File: src/design/cnig_pkg.sv
// ---------------------------------------------------------------------------
// cnig_pkg
// Shared constants, types and the neighbour slot table of the generator.
// ---------------------------------------------------------------------------
package cnig_pkg;

  localparam int unsigned IndexWidth       = 16;
  localparam int unsigned DivStepsPerCycle = 2;
  localparam int unsigned DivIters         = IndexWidth / DivStepsPerCycle;

  localparam int unsigned GridWidthBits = 9;
  localparam logic [GridWidthBits-1:0] GridWidthReset = 9'd16;

  localparam int unsigned RegIndexWidth = 2;
  localparam logic [RegIndexWidth-1:0] RegGridWidth    = 2'd0;
  localparam logic [RegIndexWidth-1:0] RegBoundaryMode = 2'd1;

  localparam int unsigned NumSlots  = 9;
  localparam int unsigned SlotWidth = $clog2(NumSlots);

  // Selects for the column (left, same, right) and row (below, same, above).
  localparam logic [1:0] SelLow  = 2'd0;
  localparam logic [1:0] SelMid  = 2'd1;
  localparam logic [1:0] SelHigh = 2'd2;

  typedef struct packed {
    logic [1:0] col_sel;
    logic [1:0] row_sel;
  } slot_t;

  // Maps a slot of the emission list to the column and row it refers to.
  function automatic slot_t slot_map(input logic open_mode, input logic one_d,
                                     input logic [SlotWidth-1:0] slot);
    slot_t s;
    s.col_sel = SelMid;
    s.row_sel = SelMid;
    if (one_d) begin
      unique case (slot)
        4'd1:    s.col_sel = SelLow;
        4'd2:    s.col_sel = SelHigh;
        default: s.col_sel = SelMid;
      endcase
    end else if (open_mode) begin
      unique case (slot)
        4'd1:    s = '{SelLow,  SelMid};
        4'd2:    s = '{SelLow,  SelLow};
        4'd3:    s = '{SelLow,  SelHigh};
        4'd4:    s = '{SelMid,  SelLow};
        4'd5:    s = '{SelMid,  SelHigh};
        4'd6:    s = '{SelHigh, SelMid};
        4'd7:    s = '{SelHigh, SelLow};
        4'd8:    s = '{SelHigh, SelHigh};
        default: s = '{SelMid,  SelMid};
      endcase
    end else begin
      unique case (slot)
        4'd1:    s = '{SelLow,  SelLow};
        4'd2:    s = '{SelLow,  SelMid};
        4'd3:    s = '{SelLow,  SelHigh};
        4'd4:    s = '{SelMid,  SelLow};
        4'd5:    s = '{SelMid,  SelHigh};
        4'd6:    s = '{SelHigh, SelLow};
        4'd7:    s = '{SelHigh, SelMid};
        4'd8:    s = '{SelHigh, SelHigh};
        default: s = '{SelMid,  SelMid};
      endcase
    end
    return s;
  endfunction

endpackage

File: src/design/cnig_fifo.sv
// ---------------------------------------------------------------------------
// cnig_fifo
// Small register queue that decouples the front end from the back end.
// ---------------------------------------------------------------------------
module cnig_fifo #(
  parameter int unsigned WIDTH = 8,
  parameter int unsigned DEPTH = 2
) (
  input  logic             clk_i,
  input  logic             rst_ni,
  input  logic             push_valid_i,
  output logic             push_ready_o,
  input  logic [WIDTH-1:0] push_data_i,
  output logic             pop_valid_o,
  input  logic             pop_ready_i,
  output logic [WIDTH-1:0] pop_data_o
);

  localparam int unsigned PtrW = (DEPTH > 1) ? $clog2(DEPTH) : 1;
  localparam int unsigned CntW = $clog2(DEPTH + 1);

  logic [WIDTH-1:0] mem_q [DEPTH];
  logic [PtrW-1:0]  wr_ptr_q, wr_ptr_d, rd_ptr_q, rd_ptr_d;
  logic [CntW-1:0]  count_q, count_d;
  logic             do_push, do_pop;

  assign push_ready_o = count_q != CntW'(DEPTH);
  assign pop_valid_o  = count_q != '0;
  assign pop_data_o   = mem_q[rd_ptr_q];
  assign do_push      = push_valid_i && push_ready_o;
  assign do_pop       = pop_valid_o && pop_ready_i;

  always_comb begin
    wr_ptr_d = wr_ptr_q;
    rd_ptr_d = rd_ptr_q;
    count_d  = count_q;
    if (do_push) begin
      wr_ptr_d = (wr_ptr_q == PtrW'(DEPTH - 1)) ? '0 : wr_ptr_q + PtrW'(1);
    end
    if (do_pop) begin
      rd_ptr_d = (rd_ptr_q == PtrW'(DEPTH - 1)) ? '0 : rd_ptr_q + PtrW'(1);
    end
    if (do_push && !do_pop) begin
      count_d = count_q + CntW'(1);
    end else if (do_pop && !do_push) begin
      count_d = count_q - CntW'(1);
    end
  end

  always_ff @(posedge clk_i or negedge rst_ni) begin
    if (!rst_ni) begin
      wr_ptr_q <= '0;
      rd_ptr_q <= '0;
      count_q  <= '0;
    end else begin
      wr_ptr_q <= wr_ptr_d;
      rd_ptr_q <= rd_ptr_d;
      count_q  <= count_d;
    end
  end

  always_ff @(posedge clk_i) begin
    if (do_push) begin
      mem_q[wr_ptr_q] <= push_data_i;
    end
  end

endmodule

File: src/design/cnig_front.sv
// ---------------------------------------------------------------------------
// cnig_front
// Accepts cell indices and splits them into column and row by division.
// ---------------------------------------------------------------------------
module cnig_front #(
  parameter int unsigned W_WIDTH    = 9,
  parameter int unsigned DIMENSIONS = 2
) (
  input  logic                             clk_i,
  input  logic                             rst_ni,
  input  logic                             start_i,
  output logic                             busy_o,
  input  logic [cnig_pkg::IndexWidth-1:0]  cell_index_i,
  input  logic [W_WIDTH-1:0]               grid_width_i,
  output logic                             push_valid_o,
  input  logic                             push_ready_i,
  output logic [cnig_pkg::IndexWidth-1:0]  push_id_o,
  output logic [W_WIDTH-1:0]               push_col_o,
  output logic [W_WIDTH-1:0]               push_row_o,
  output logic                             push_err_o
);

  import cnig_pkg::*;

  localparam int unsigned CntW = (DivIters > 1) ? $clog2(DivIters) : 1;

  localparam logic [1:0] FrIdle = 2'd0;
  localparam logic [1:0] FrDiv  = 2'd1;
  localparam logic [1:0] FrPush = 2'd2;

  logic [1:0]            state_q, state_d;
  logic [CntW-1:0]       cnt_q, cnt_d;
  logic [IndexWidth-1:0] id_q, dvd_q, dvd_n, quot;
  logic [W_WIDTH-1:0]    rem_q, rem_n;
  logic [W_WIDTH:0]      trial;
  logic                  last_iter;

  // Restoring division, a fixed number of quotient bits per cycle.
  always_comb begin
    rem_n = rem_q;
    dvd_n = dvd_q;
    trial = '0;
    for (int s = 0; s < DivStepsPerCycle; s++) begin
      trial = {rem_n, dvd_n[IndexWidth-1]};
      if (trial >= {1'b0, grid_width_i}) begin
        rem_n = W_WIDTH'(trial - {1'b0, grid_width_i});
        dvd_n = {dvd_n[IndexWidth-2:0], 1'b1};
      end else begin
        rem_n = trial[W_WIDTH-1:0];
        dvd_n = {dvd_n[IndexWidth-2:0], 1'b0};
      end
    end
  end

  assign last_iter = cnt_q == CntW'(DivIters - 1);
  assign busy_o    = state_q != FrIdle;

  // The last division cycle offers its result straight to the queue.
  assign quot       = (state_q == FrDiv) ? dvd_n : dvd_q;
  assign push_col_o = (state_q == FrDiv) ? rem_n : rem_q;
  assign push_row_o = quot[W_WIDTH-1:0];
  assign push_id_o  = id_q;
  assign push_err_o = (DIMENSIONS == 1) ? (quot != '0)
                                        : (quot >= IndexWidth'(grid_width_i));
  assign push_valid_o = ((state_q == FrDiv) && last_iter) || (state_q == FrPush);

  always_comb begin
    state_d = state_q;
    cnt_d   = cnt_q;
    unique case (state_q)
      FrIdle: begin
        if (start_i) begin
          state_d = FrDiv;
          cnt_d   = '0;
        end
      end
      FrDiv: begin
        cnt_d = cnt_q + CntW'(1);
        if (last_iter) begin
          state_d = push_ready_i ? FrIdle : FrPush;
        end
      end
      FrPush: begin
        if (push_ready_i) begin
          state_d = FrIdle;
        end
      end
      default: state_d = FrIdle;
    endcase
  end

  always_ff @(posedge clk_i or negedge rst_ni) begin
    if (!rst_ni) begin
      state_q <= FrIdle;
      cnt_q   <= '0;
    end else begin
      state_q <= state_d;
      cnt_q   <= cnt_d;
    end
  end

  always_ff @(posedge clk_i) begin
    if ((state_q == FrIdle) && start_i) begin
      id_q  <= cell_index_i;
      dvd_q <= cell_index_i;
      rem_q <= '0;
    end else if (state_q == FrDiv) begin
      dvd_q <= dvd_n;
      rem_q <= rem_n;
    end
  end

endmodule

File: src/design/cnig_back.sv
// ---------------------------------------------------------------------------
// cnig_back
// Builds the neighbour list of one cell and sends it out one entry a cycle.
// ---------------------------------------------------------------------------
module cnig_back #(
  parameter int unsigned W_WIDTH    = 9,
  parameter int unsigned DIMENSIONS = 2
) (
  input  logic                             clk_i,
  input  logic                             rst_ni,
  input  logic [W_WIDTH-1:0]               grid_width_i,
  input  logic                             open_mode_i,
  input  logic                             pop_valid_i,
  output logic                             pop_ready_o,
  input  logic [cnig_pkg::IndexWidth-1:0]  pop_id_i,
  input  logic [W_WIDTH-1:0]               pop_col_i,
  input  logic [W_WIDTH-1:0]               pop_row_i,
  input  logic                             pop_err_i,
  output logic                             result_strobe_o,
  output logic [cnig_pkg::IndexWidth-1:0]  neighbour_index_o,
  output logic                             last_entry_o,
  output logic                             index_error_o
);

  import cnig_pkg::*;

  localparam bit OneD = (DIMENSIONS == 1);

  logic [IndexWidth-1:0] w16, wsq_q, col16;
  logic [2*W_WIDTH-1:0]  wsq_full;
  logic [W_WIDTH-1:0]    w_m1;

  logic                  act_q, act_d;
  logic [NumSlots-1:0]   mask_q, mask_d, load_mask, onehot, rest;
  logic                  err_q, open_q;
  logic [IndexWidth-1:0] rb_lo_q, rb_mid_q, rb_hi_q;
  logic [W_WIDTH-1:0]    cv_lo_q, cv_mid_q, cv_hi_q;
  logic                  hl, hr, hb, ht, per, load;
  logic [SlotWidth-1:0]  sel;
  slot_t                 slot;
  logic [IndexWidth-1:0] row_base;
  logic [W_WIDTH-1:0]    col_val;

  logic                  strobe_q, last_q, ierr_q;
  logic [IndexWidth-1:0] idx_q;

  assign wsq_full = grid_width_i * grid_width_i;
  assign w16      = IndexWidth'(grid_width_i);
  assign w_m1     = grid_width_i - W_WIDTH'(1);
  assign col16    = IndexWidth'(pop_col_i);

  // Width squared only changes with configuration, so one register suffices.
  always_ff @(posedge clk_i) begin
    wsq_q <= IndexWidth'(wsq_full);
  end

  // Edge flags and the set of slots that this cell's list contains.
  assign hl  = pop_col_i != '0;
  assign hr  = pop_col_i != w_m1;
  assign hb  = pop_row_i != '0;
  assign ht  = pop_row_i != w_m1;
  assign per = !open_mode_i;

  always_comb begin
    load_mask = '0;
    if (pop_err_i) begin
      load_mask[0] = 1'b1;
    end else if (OneD) begin
      load_mask[0] = 1'b1;
      load_mask[1] = per || hl;
      load_mask[2] = per || hr;
    end else if (per) begin
      load_mask = '1;
    end else begin
      load_mask = {hr && ht, hr && hb, hr, ht, hb, hl && ht, hl && hb, hl, 1'b1};
    end
  end

  // Lowest pending slot goes out next.
  always_comb begin
    sel = '0;
    for (int k = NumSlots - 1; k >= 0; k--) begin
      if (mask_q[k]) begin
        sel = SlotWidth'(k);
      end
    end
  end

  assign onehot      = NumSlots'(1) << sel;
  assign rest        = mask_q & ~onehot;
  assign slot        = slot_map(open_q, OneD, sel);
  assign pop_ready_o = !act_q || (rest == '0);
  assign load        = pop_ready_o && pop_valid_i;

  always_comb begin
    case (slot.row_sel)
      SelLow:  row_base = rb_lo_q;
      SelHigh: row_base = rb_hi_q;
      default: row_base = rb_mid_q;
    endcase
    case (slot.col_sel)
      SelLow:  col_val = cv_lo_q;
      SelHigh: col_val = cv_hi_q;
      default: col_val = cv_mid_q;
    endcase
  end

  always_comb begin
    act_d  = act_q;
    mask_d = mask_q;
    if (load) begin
      act_d  = 1'b1;
      mask_d = load_mask;
    end else if (act_q) begin
      act_d  = rest != '0;
      mask_d = rest;
    end
  end

  always_ff @(posedge clk_i or negedge rst_ni) begin
    if (!rst_ni) begin
      act_q    <= 1'b0;
      mask_q   <= '0;
      strobe_q <= 1'b0;
      last_q   <= 1'b0;
      ierr_q   <= 1'b0;
    end else begin
      act_q    <= act_d;
      mask_q   <= mask_d;
      strobe_q <= act_q;
      last_q   <= act_q && (rest == '0);
      ierr_q   <= act_q && err_q;
    end
  end

  // Row starts and column offsets; wrapped values are used in periodic mode only.
  always_ff @(posedge clk_i) begin
    if (load) begin
      err_q    <= pop_err_i;
      open_q   <= open_mode_i;
      rb_mid_q <= pop_id_i - col16;
      rb_lo_q  <= (pop_row_i == '0) ? (wsq_q - w16) : (pop_id_i - col16 - w16);
      rb_hi_q  <= (pop_row_i == w_m1) ? '0 : (pop_id_i - col16 + w16);
      cv_mid_q <= pop_col_i;
      cv_lo_q  <= (pop_col_i == '0) ? w_m1 : (pop_col_i - W_WIDTH'(1));
      cv_hi_q  <= (pop_col_i == w_m1) ? '0 : (pop_col_i + W_WIDTH'(1));
    end
    idx_q <= err_q ? '0 : (row_base + IndexWidth'(col_val));
  end

  assign result_strobe_o   = strobe_q;
  assign neighbour_index_o = idx_q;
  assign last_entry_o      = last_q;
  assign index_error_o     = ierr_q;

endmodule

File: src/design/cell_neighbour_index_generator.sv
// ---------------------------------------------------------------------------
// cell_neighbour_index_generator
// Lists a grid cell and its neighbour cells, periodic or open boundaries.
// ---------------------------------------------------------------------------
// Usage:
// A cell index is taken at a rising edge where start is high and busy is low.
// The front end then divides it by the grid width, two quotient bits per
// cycle, and keeps busy high until the result has entered the queue, so a
// new index can follow only once busy is low again. Column, row and an
// out-of-grid flag go into a two-entry queue. The back end pops one entry
// and sends one list entry per cycle on the result ports, each marked by
// result_strobe_o for one cycle; last_entry_o marks the final entry of a
// cell. A periodic 2D list has nine entries, an open list fewer at the grid
// edges, an out-of-grid index a single entry with index_error_o set. When
// the queue holds the next cell, its list follows the previous one without
// a gap. The receiver cannot stall: every strobe is a delivered result.
// Configuration writes (grid width, boundary mode) are always ready and must
// be made only while the block is idle. Reset clears the queue and all
// control state and loads a width of 16 with periodic boundaries.
// ---------------------------------------------------------------------------
module cell_neighbour_index_generator #(
  parameter int unsigned MAX_WIDTH  = 256,
  parameter int unsigned DIMENSIONS = 2
) (
  input  logic                               clk_i,
  input  logic                               rst_ni,
  input  logic                               start,
  output logic                               busy,
  input  logic [cnig_pkg::IndexWidth-1:0]    cell_index_i,
  input  logic                               cfg_valid_i,
  output logic                               cfg_ready_o,
  input  logic [cnig_pkg::RegIndexWidth-1:0] cfg_index_i,
  input  logic [cnig_pkg::GridWidthBits-1:0] cfg_data_i,
  output logic                               result_strobe_o,
  output logic [cnig_pkg::IndexWidth-1:0]    neighbour_index_o,
  output logic                               last_entry_o,
  output logic                               index_error_o
);

  import cnig_pkg::*;

  // The width register is 9 bits, so the usable width never exceeds 511.
  localparam int unsigned RegMax    = (1 << GridWidthBits) - 1;
  localparam int unsigned EffMax    = (MAX_WIDTH < RegMax) ? MAX_WIDTH : RegMax;
  localparam int unsigned WW        = $clog2(EffMax + 1);
  localparam int unsigned FifoWidth = IndexWidth + 2 * WW + 1;
  localparam int unsigned FifoDepth = 2;

  logic [GridWidthBits-1:0] grid_width_q;
  logic                     boundary_mode_q;
  logic [31:0]              w_sat;
  logic [WW-1:0]            w_eff;

  logic                  push_valid, push_ready, push_err;
  logic [IndexWidth-1:0] push_id;
  logic [WW-1:0]         push_col, push_row;
  logic                  pop_valid, pop_ready;
  logic [FifoWidth-1:0]  push_data, pop_data;

  // Configuration registers; writes to unknown indices are dropped.
  assign cfg_ready_o = 1'b1;

  always_ff @(posedge clk_i or negedge rst_ni) begin
    if (!rst_ni) begin
      grid_width_q    <= GridWidthReset;
      boundary_mode_q <= 1'b0;
    end else if (cfg_valid_i && cfg_ready_o) begin
      unique case (cfg_index_i)
        RegGridWidth:    grid_width_q    <= cfg_data_i;
        RegBoundaryMode: boundary_mode_q <= cfg_data_i[0];
        default: begin
        end
      endcase
    end
  end

  // A width of zero acts as one; widths beyond the build limit saturate.
  always_comb begin
    if (grid_width_q == '0) begin
      w_sat = 32'd1;
    end else if (32'(grid_width_q) > 32'(MAX_WIDTH)) begin
      w_sat = 32'(MAX_WIDTH);
    end else begin
      w_sat = 32'(grid_width_q);
    end
  end

  assign w_eff = w_sat[WW-1:0];

  cnig_front #(
    .W_WIDTH    (WW),
    .DIMENSIONS (DIMENSIONS)
  ) u_front (
    .clk_i        (clk_i),
    .rst_ni       (rst_ni),
    .start_i      (start),
    .busy_o       (busy),
    .cell_index_i (cell_index_i),
    .grid_width_i (w_eff),
    .push_valid_o (push_valid),
    .push_ready_i (push_ready),
    .push_id_o    (push_id),
    .push_col_o   (push_col),
    .push_row_o   (push_row),
    .push_err_o   (push_err)
  );

  assign push_data = {push_id, push_col, push_row, push_err};

  cnig_fifo #(
    .WIDTH (FifoWidth),
    .DEPTH (FifoDepth)
  ) u_fifo (
    .clk_i        (clk_i),
    .rst_ni       (rst_ni),
    .push_valid_i (push_valid),
    .push_ready_o (push_ready),
    .push_data_i  (push_data),
    .pop_valid_o  (pop_valid),
    .pop_ready_i  (pop_ready),
    .pop_data_o   (pop_data)
  );

  cnig_back #(
    .W_WIDTH    (WW),
    .DIMENSIONS (DIMENSIONS)
  ) u_back (
    .clk_i             (clk_i),
    .rst_ni            (rst_ni),
    .grid_width_i      (w_eff),
    .open_mode_i       (boundary_mode_q),
    .pop_valid_i       (pop_valid),
    .pop_ready_o       (pop_ready),
    .pop_id_i          (pop_data[FifoWidth-1 -: IndexWidth]),
    .pop_col_i         (pop_data[2*WW -: WW]),
    .pop_row_i         (pop_data[WW -: WW]),
    .pop_err_i         (pop_data[0]),
    .result_strobe_o   (result_strobe_o),
    .neighbour_index_o (neighbour_index_o),
    .last_entry_o      (last_entry_o),
    .index_error_o     (index_error_o)
  );

endmodule

File: config.mk
export PLATFORM = sky130hd
export DESIGN_NAME = cell_neighbour_index_generator
export DESIGN_NICKNAME = d
export VERILOG_FILES = /design/src/design/cnig_pkg.sv /design/src/design/cnig_fifo.sv /design/src/design/cnig_front.sv /design/src/design/cnig_back.sv /design/src/design/cell_neighbour_index_generator.sv
export SDC_FILE = /design/constraint.sdc
export NUM_CORES = 1
export LEC_CHECK = 0
export BUFFER_PORTS_ARGS = -buffer_cell sky130_fd_sc_hd__buf_2
export CORE_MARGIN = 3
export CORE_UTILIZATION = 68
export DETAILED_ROUTE_END_ITERATION = 8
export GPL_TIMING_DRIVEN = 0
export PLACE_DENSITY = 0.82
export SYNTH_ARGS = -nofsm -noshare
export SYNTH_HDL_FRONTEND = slang
export SYNTH_SLANG_ARGS = --single-unit
File: constraint.sdc
create_clock -name clk_i -period 14.3 [get_ports clk_i]
set_input_delay 0.715 -clock clk_i [delete_from_list [all_inputs] [get_ports clk_i]]
set_output_delay 0.715 -clock clk_i [all_outputs]
set_load 0.005 [all_outputs]
==> results.json <==
{
  "status": "finished clean",
  "grt_usage": 0.302,
  "grt_pass1_vias": 10900,
  "finish.net_count": 1720,
  "hold_violations": 0,
  "antenna_found_initial": 0,
  "syn-instance-count": 1464,
  "dp_hpwl_um": 27000,
  "start_util": 0.695,
  "synth_area_um2": 15300,
  "clk_latency_ps": 540,
  "dieArea_um2": 24300,
  "grt_pass1_wl_um": 57900,
  "drt_first_pass_iters": 6,
  "design_area_um2": 16700,
  "setup_violations": 0,
  "cts-root-buf": "clkbuf_16",
  "antenna_cells": 0,
  "async_reset_ff_frac": 0.127,
  "hold_buffers": 0,
  "rsz0062_at_grt": "false",
  "cts_made_buffers": 26,
  "cts_buffer_depth": 3,
  "wl_um": 36800,
  "crit_required_ps": 14560,
  "r2r_setup_slack_ps": 4600,
  "startpoint_type": "register",
  "port_buffers": 50,
  "place_area_um2": 15900,
  "synth_flop_cell": "edfxtp_1",
  "finalNonFillerCells": 1851,
  "crit_path_frequent_cell": "a21o_1",
  "postCtsSetupBuffers": 0,
  "drt_iter0_drc": 1230,
  "min_path_type": "primary input to async pin",
  "synth.distinct_cells": 84,
  "synth-edff-count": 163,
  "ys_top_cells_by_area": "edfxtp_1 (32%), ha_1 (8.0%), dfxtp_1 (7.3%), fa_1 (5.2%), dfrtp_1 (5.1%)",
  "synth_top_area_share": 0.321,
  "crit_fanout": 12,
  "endpoint_kind": "register",
  "synth_seq_cells": 251,
  "layout_worst_path_cycle_share": 0.678,
  "synthTopCellsByCount": "edfxtp_1 (163), nor2_1 (145), nand2_1 (116)",
  "grt_max_degree": 78,
  "ff2ff_path_depth": 32,
  "clock-sinks": 251,
  "drive_above_1_share": 0.0999,
  "cts-resized-gates": 0,
  "path_clk_slew_ps": 60,
  "cp_slowest_cell": "nor2_1",
  "synth_warnings": 0,
  "fillCellCount": 1439,
  "timing.final.crit_period_ps": 9700,
  "tightest_slew_ps": 1390,
  "skew_ps": 16.5,
  "seq_area_frac_synth": 0.447,
  "gp_congestion": 0.963,
  "timing.rr.end": "u_fifo.mem_q[0][0]$_DFFE_PP_",
  "drc": 0,
  "maxSlewHeadroom": 0.0728,
  "via_per_inst": 6.22,
  "criticalPathCategory": "register to register",
  "core_area_um2": 22000,
  "crit_arrival_ps": 9960,
  "area_growth_pct": 9.50,
  "wire_per_inst_um": 19.9,
  "overflow": 0,
  "rows": 54,
  "critical_path.max_stage_delay_ps": 1110,
  "fmax_mhz": 103,
  "placed_cells": 1803,
  "max_cap_violations": 0,
  "die_height_um": 156,
  "final_max_slew_viol_count": 0,
  "dr_total_vias": 11500,
  "io_pins": 52,
  "r2r-start": "grid_width_q[4]$_DFFE_PN1P_",
  "cts_tree": "built",
  "fin_tns_setup_ps": 0,
  "yosys.area.top_type": "edfxtp_1",
  "die_w_um": 156,
  "antenna_left": 0,
  "yosysMostFrequentCell": "edfxtp_1",
  "htreeDepth": 1,
  "synth.avg_cell_area_um2": 10.4
}
how the worst max path moves through the flow:
stage | from | to | slack [ps] | depth (start not counted)
6_report | grid_width_q[4]$_DFFE_PN1P_ | u_fifo.mem_q[0][0]$_DFFE_PP_ | 4600 | 32
4_1_cts | grid_width_q[4]$_DFFE_PN1P_ | u_fifo.mem_q[0][0]$_DFFE_PP_ | 4900 | 32
3_3_place_gp | grid_width_q[4]$_DFFE_PN1P_ | u_fifo.mem_q[0][0]$_DFFE_PP_ | 5120 | 32
2_1_floorplan | grid_width_q[4]$_DFFE_PN1P_ | u_fifo.mem_q[0][0]$_DFFE_PP_ | 6990 | 32
3_5_place_dp | grid_width_q[4]$_DFFE_PN1P_ | u_fifo.mem_q[1][0]$_DFFE_PP_ | 4940 | 32
5_1_grt | grid_width_q[4]$_DFFE_PN1P_ | u_fifo.mem_q[0][0]$_DFFE_PP_ | 4130 | 32
final cells by class:
class	instances	area (um2)	area share
multi-input combinational	1059	7850	0.470
sequential	251	6820	0.408
clock buffer	33	677	0.0405
inverter	106	400	0.0240
tap	280	350	0.0210
timing repair buffer	51	270	0.0162
buffer	56	236	0.0142
clock inverter	15	111	0.00666
cells in the final DEF, fill, tap and decap left out, drive strengths merged, types with 9 or more instances in the layout:
master and instances:
mux2i 39, xor2 32, nor2b 30, a21o 19
fa 40, a21oi 62, clkinv 14, mux2 32
o21a 14, nand2 116, inv 105, conb 10
nand4 10, clkbuf 68, buf 72, o211ai 9
a31oi 23, and3 9, nor3 36, o21ai 63
nor4 14, and2 29, or3 10, o22ai 12
xnor2 69, edfxtp 163, nand3 24, dfrtp 31
dfxtp 56, a222oi 10, nor2 146, ha 98
stage by stage:
stage          utilization  worst slack [ps]  hold slack, ps
2_1_floorplan            -              6990             393
3_3_place_gp         0.724              5120             415
3_5_place_dp         0.725              4940             420
4_1_cts              0.761              4900             326
5_1_grt              0.761              4130             357
6_report             0.761              4600             308
state kept, by name, summed over array words and instances, names as in the netlist, 2 cells and up:
| register | cells |
|---|---|
| grid_width_q | 9 |
| u_back.cv_hi_q | 9 |
| u_back.cv_lo_q | 9 |
| u_back.cv_mid_q | 9 |
| u_back.mask_q | 9 |
| u_back.neighbour_index_o | 16 |
| u_back.rb_hi_q | 16 |
| u_back.rb_lo_q | 16 |
| u_back.rb_mid_q | 16 |
| u_back.wsq_q | 15 |
| u_fifo.count_q | 2 |
| u_fifo.mem_q | 70 |
| u_front.cnt_q | 3 |
| u_front.dvd_q | 16 |
| u_front.push_id_o | 16 |
| u_front.rem_q | 9 |
| u_front.state_q | 2 |
worst max-delay path, delay by kind of cell, from the launching register on:
kind            cells  cell delay (ps)
flops               1              350
fa+ha+maj           4             1560
buf+inv             4              980
compound gates     16             3430
mux                 2              570
simple gates        6             2550
layer usage:
metal,GRT usage,share of wire
met2,0.487,0.47
met5,0,0
met4,0.114,0.041
met1,0.421,0.41
met3,0.0422,0.082
cell families after synthesis:
kind of cell | share of synthesized area
compound gates | 0.122
other cells | 0.000492
buf+inv | 0.0416
flops | 0.447
mux | 0.0494
xor+xnor | 0.0594
simple gates | 0.147
fa+ha+maj | 0.133
Power is not shown: default switching activity piles up to over one toggle a cycle in this logic, so the estimate is an artifact.
